$ cat src/design/tftb_pkg.sv
package tftb_pkg;

  // Pipeline stage numbers; each names the register bank loaded in that stage.
  localparam int STG_PROD  = 0;   // basis matrix products
  localparam int STG_FWD   = 1;   // dual coordinates
  localparam int STG_QUOT  = 2;   // coordinate times reciprocal spacing
  localparam int STG_IDX   = 3;   // rounded grid index
  localparam int STG_GRID  = 4;   // rebuilt grid value, son indices
  localparam int STG_RES   = 5;   // saturated residual
  localparam int STG_SQR   = 6;   // residual squared, residual times sqrt(3)
  localparam int STG_NUM   = 7;   // side numerators in Q.32
  localparam int STG_TRUNC = 8;   // numerator rounded and divided by 2^17
  localparam int STG_RCP   = 9;   // times reciprocal of three
  localparam int STG_SIDE  = 10;  // side probabilities in Q.16
  localparam int STG_OUT   = 11;  // output register
  localparam int NUM_STG   = 12;

  // Largest son index magnitude on either axis, whatever the limit register holds.
  localparam int SON_IDX_CAP = 255;

  // sqrt(3) in Q.30.
  localparam logic [30:0] SQRT3_Q30 = 31'd1859775393;
  // Half of 6 * 2^16, added before the division by six.
  localparam logic [17:0] DIV6_HALF = 18'd196608;
  // floor(t / 3) == (t * RECIP3) >> 33 for any t below 2^32.
  localparam logic [31:0] RECIP3    = 32'hAAAAAAAB;

  typedef logic [NUM_STG-1:0] stage_en_t;

  typedef struct packed {
    logic [8:0] down;
    logic [8:0] mid;
    logic [8:0] up;
  } sons_t;

  typedef enum logic [2:0] {
    REG_BASIS_00  = 3'd0,
    REG_BASIS_01  = 3'd1,
    REG_BASIS_10  = 3'd2,
    REG_BASIS_11  = 3'd3,
    REG_STEP      = 3'd4,
    REG_STEP_RCP  = 3'd5,
    REG_LIMIT_0   = 3'd6,
    REG_LIMIT_1   = 3'd7
  } cfg_idx_t;

endpackage

$ cat src/design/tftb_side.sv
module tftb_side (
  input  logic                 clk,
  input  tftb_pkg::stage_en_t  en,
  input  logic signed [21:0]   resid,
  output logic [23:0]          side_p,
  output logic [23:0]          side_m
);
  import tftb_pkg::*;

  logic [40:0]        xx_r;
  logic signed [53:0] xs_r;
  logic [40:0]        np_r, nm_r;
  logic [24:0]        tp_r, tm_r;
  logic [56:0]        mp_r, mm_r;
  logic [23:0]        side_p_r, side_m_r;

  logic signed [43:0] sq_w;
  logic signed [55:0] base_w, hx_w, np_w, nm_w;
  logic [41:0]        tp_w, tm_w;

  always_comb begin
    sq_w = resid * resid;
  end

  // Both numerators stay above a quarter in Q.32 for any residual, so they
  // are handled as unsigned from here on.
  always_comb begin
    hx_w   = 56'(xs_r) >>> 14;
    base_w = $signed({15'd0, xx_r}) + 56'sh1_0000_0000;
    np_w   = base_w + hx_w;
    nm_w   = base_w - hx_w;
  end

  always_comb begin
    tp_w = {1'b0, np_r} + 42'(DIV6_HALF);
    tm_w = {1'b0, nm_r} + 42'(DIV6_HALF);
  end

  always_ff @(posedge clk) begin
    if (en[STG_SQR]) begin
      xx_r <= sq_w[40:0];
      xs_r <= resid * $signed({1'b0, SQRT3_Q30});
    end
    if (en[STG_NUM]) begin
      np_r <= np_w[40:0];
      nm_r <= nm_w[40:0];
    end
    if (en[STG_TRUNC]) begin
      tp_r <= tp_w[41:17];
      tm_r <= tm_w[41:17];
    end
    if (en[STG_RCP]) begin
      mp_r <= tp_r * RECIP3;
      mm_r <= tm_r * RECIP3;
    end
    if (en[STG_SIDE]) begin
      side_p_r <= mp_r[56:33];
      side_m_r <= mm_r[56:33];
    end
  end

  assign side_p = side_p_r;
  assign side_m = side_m_r;

endmodule

$ cat config.mk
export PLATFORM = sky130hd
export DESIGN_NAME = tftb_side
export DESIGN_NICKNAME = d
export VERILOG_FILES = /design/src/design/tftb_pkg.sv /design/src/design/tftb_side.sv
export SDC_FILE = /design/constraint.sdc
export NUM_CORES = 2
export LEC_CHECK = 0
export BUFFER_PORTS_ARGS = -buffer_cell sky130_fd_sc_hd__buf_2
export CAP_MARGIN = 20
export CORE_MARGIN = 4
export CORE_UTILIZATION = 65
export DETAILED_ROUTE_END_ITERATION = 12
export GPL_ROUTABILITY_DRIVEN = 0
export PLACE_DENSITY = 0.82
export REMOVE_ABC_BUFFERS = 1
export SLEW_MARGIN = 20
export SYNTH_ARGS = -nofsm -noshare
export SYNTH_HDL_FRONTEND = slang
export SYNTH_SLANG_ARGS = --single-unit
$ cat constraint.sdc
create_clock -name clk -period 23.4 [get_ports clk]
set_input_delay 5.85 -clock clk [delete_from_list [all_inputs] [get_ports clk]]
set_output_delay 5.85 -clock clk [all_outputs]
set_load 0.05 [all_outputs]
==> flow_summary.toml <==
[timing]
final-hold-violation-count = 0
period_share_pct = 58.7
skew_ns = 0.0168
drv_slew = 0
slew_headroom_pct = 31.8
fmax_mhz = 72.9
finalCriticalPeriod_ns = 13.73
tns_ns = 0
rsz0062_at_grt = "no"
tightestPinTransition_ns = 1.02
final-setup-viol-count = 0

[cells_and_area]
layout.nets = 7362
n_antenna_cell = 0
fillers = 6084
drive_above_1_share_pct = 3.32
regArea_um2 = 8290
multi_input_area_um2 = 41300
syn_to_final_growth_pct = 4.71

[synthesis]
async_reset_ff_share_pct = 0
synthTopCellsByArea = "fa_1, ha_1, edfxtp_1"
synth_top_cell_by_area = "fa_1"
avgSynthCellArea_um2 = 10.5
synth_warnings = 0
synth_top_area_share_pct = 38.9
synthFlopType = "edfxtp_1"
postSynthCellCount = 5298
seq_area_frac_synth_pct = 14.9
synth_common_cells = "inv_1, fa_1, ha_1"
synth_area_um2 = 55700
yosysMostFrequentCell = "inv_1"
ys_ff_latch = 276
ys_types = 81
synth-edff-count = 276

[critical_path]
regToRegEndpoint = "mm_r[56]$_DFFE_PP_"
crit_required_ns = 23.72
r2r_setup_slack_ns = 15.42
crit_path_start_kind = "input pin"
r2r_start = "tm_r[1]$_DFFE_PP_"
arrival_ns = 14.05
cpMostUsedCell = "fa_1"
slowest_stage = "fa_1"
worst-setup-path-type = "input pin to flip-flop"
crit_path_max_incr_delay_ns = 0.93
crit_chain = "buf_2 > buf_4 > clkinv_1 > nor2_1 > fa_1 > fa_1 > fa_1 > inv_1 > fa_1 > inv_1 > fa_1 > fa_1 > inv_1 > fa_1 > inv_1 > ha_1 > nand4_1 > or2_2 > a211oi_1 > nor2_1 > o21ai_0 > xnor2_1"
reg2reg_depth = 23
cp-end-kind = "flip-flop"
critPathMaxFanout = 27

[routing]
wl_mm = 122
vias = 36294
routed_via_density = 5.56
wl_per_cell_um = 18.6
antenna_left = 0
dr.first_iter.drc_count = 1842
drt_pass1_iterations = 5
route.detailed.drc = 0

[placed_design]
place_hpwl_mm = 104
io_buffers = 75

[min_path]
hp-start = "mm_r[39]$_DFFE_PP_"
min_path_type = "flip-flop to flip-flop"
min_to = "side_m[6]$_DFFE_PP_"
holdPathStages = 0

[clock_network]
post-cts-setup-buffer-count = 0
clk-insertion-delay-late_ns = 0.57
htreeDepth = 1
cts.sinks = 276
cts_tree = "yes"
cts_hold_buffers = 0
clk_path_buf_depth = 3
cts.clk_slew.worst_paths_ns = 0.08
ctsResizeCount = 0
numCtsBuffers = 27
root_buffer = "clkbuf_16"

[floorplanning]
io_pins = 83
initial_core_util_pct = 65.5
die_area_um2 = 90500
chipWidth_um = 301
die_h_um = 301
num_rows = 107
core_um2 = 85100

[status]
status = "finished, final reports clean"

[global_routing]
grt-ovfl-total = 0
grt_pass1_vias = 40739
grt_pass1_wl_mm = 201
grt_max_degree = 73
antenna_found_initial = 2
grtUsageTotal_pct = 28.0

[flow_run]
drv_cap = 0
cell usage in the layout, fill, tap and decap left out, types with 31 or more instances in the layout:
cell,n
a21oi_1,150
nand2_1,227
o21ai_0,78
and2_1,38
o21a_1,31
edfxtp_1,276
buf_2,72
a21o_1,72
fa_1,1082
nand3_1,40
xnor2_1,177
ha_1,879
inv_1,1584
xor2_1,62
nor3_1,37
o21bai_1,34
nor2_1,194
area by class of cell:
cell class	instances	area share [%]
clock buffer	30	1.18
inverter	1589	10.2
sequential	276	14.2
clock inverter	20	0.384
multi-input combinational	3382	70.7
timing repair buffer	90	0.870
tap	1144	2.45
stage by stage:
| step | area [µm²] | util [%] | worst slack (ns) | hold slack, ns | cells |
|---|---|---|---|---|---|
| after CTS | 58300 | 68.5 | 9.78 | 0.415 | 6530 |
| after global routing | 58400 | 68.6 | 9.26 | 0.426 | 6531 |
| after global placement | 57400 | 67.5 | 9.21 | 0.400 | 6480 |
| final | 58400 | 68.6 | 9.67 | 0.414 | 6531 |
| after floorplan | 55500 | - | 11.09 | 0.400 | 5247 |
| after detailed placement | 57400 | 67.5 | 9.16 | 0.405 | 6480 |
sequential cells by signal, indices dropped and copies added, names as in the netlist:
name	cells
xx_r	40
tp_r	25
tm_r	25
nm_r	25
side_m	24
xs_r	40
mp_r	24
side_p	24
mm_r	24
np_r	25
kinds of logic (layout without fill, tap and decap cells):
logic type                 after synthesis  after routing  share of synthesized area (%)
adders and majority gates             1961           1961                           58.6
buffers and inverters                 1640           1729                           11.1
and+or+nand+nor                        675            675                           5.59
AOI/OAI and AO/OA                      506            506                           6.09
DFF                                    276            276                           14.9
xor gates and xnor gates               239            239                           3.75
muxes                                    1              1                         0.0180
metal layers:
| metal | GRT usage, % | up-vias | routed length, µm |
|---|---|---|---|
| met2 | 50.0 | 1338 | 61400 |
| met5 | 0 | - | 28 |
| met3 | 4.53 | 414 | 8400 |
| met4 | 13.1 | 4 | 6870 |
| li1 | - | 16476 | - |
| met1 | 33.1 | 18062 | 45000 |
how the worst max path moves through the flow:
| stage | startpoint | to | cells past startpoint |
|---|---|---|---|
| finish | resid[21] | xx_r[40]$_DFFE_PP_ | 22 |
| global route | resid[21] | xx_r[40]$_DFFE_PP_ | 22 |
| CTS | resid[21] | xx_r[40]$_DFFE_PP_ | 22 |
| detailed placement | resid[21] | xx_r[40]$_DFFE_PP_ | 22 |
| global placement | resid[21] | xx_r[38]$_DFFE_PP_ | 23 |
| floorplan | resid[21] | xx_r[38]$_DFFE_PP_ | 23 |
critical path, delay by kind of cell:
family	cells	cell delay [ns]
AOI/OAI and AO/OA	2	0.86
adders and majority gates	8	4.45
buffers and inverters	7	1.57
and+or+nand+nor	4	1.16
xor gates and xnor gates	1	0.11
Power is not shown: default switching activity piles up to over one toggle a cycle in this logic, so the estimate is an artifact.
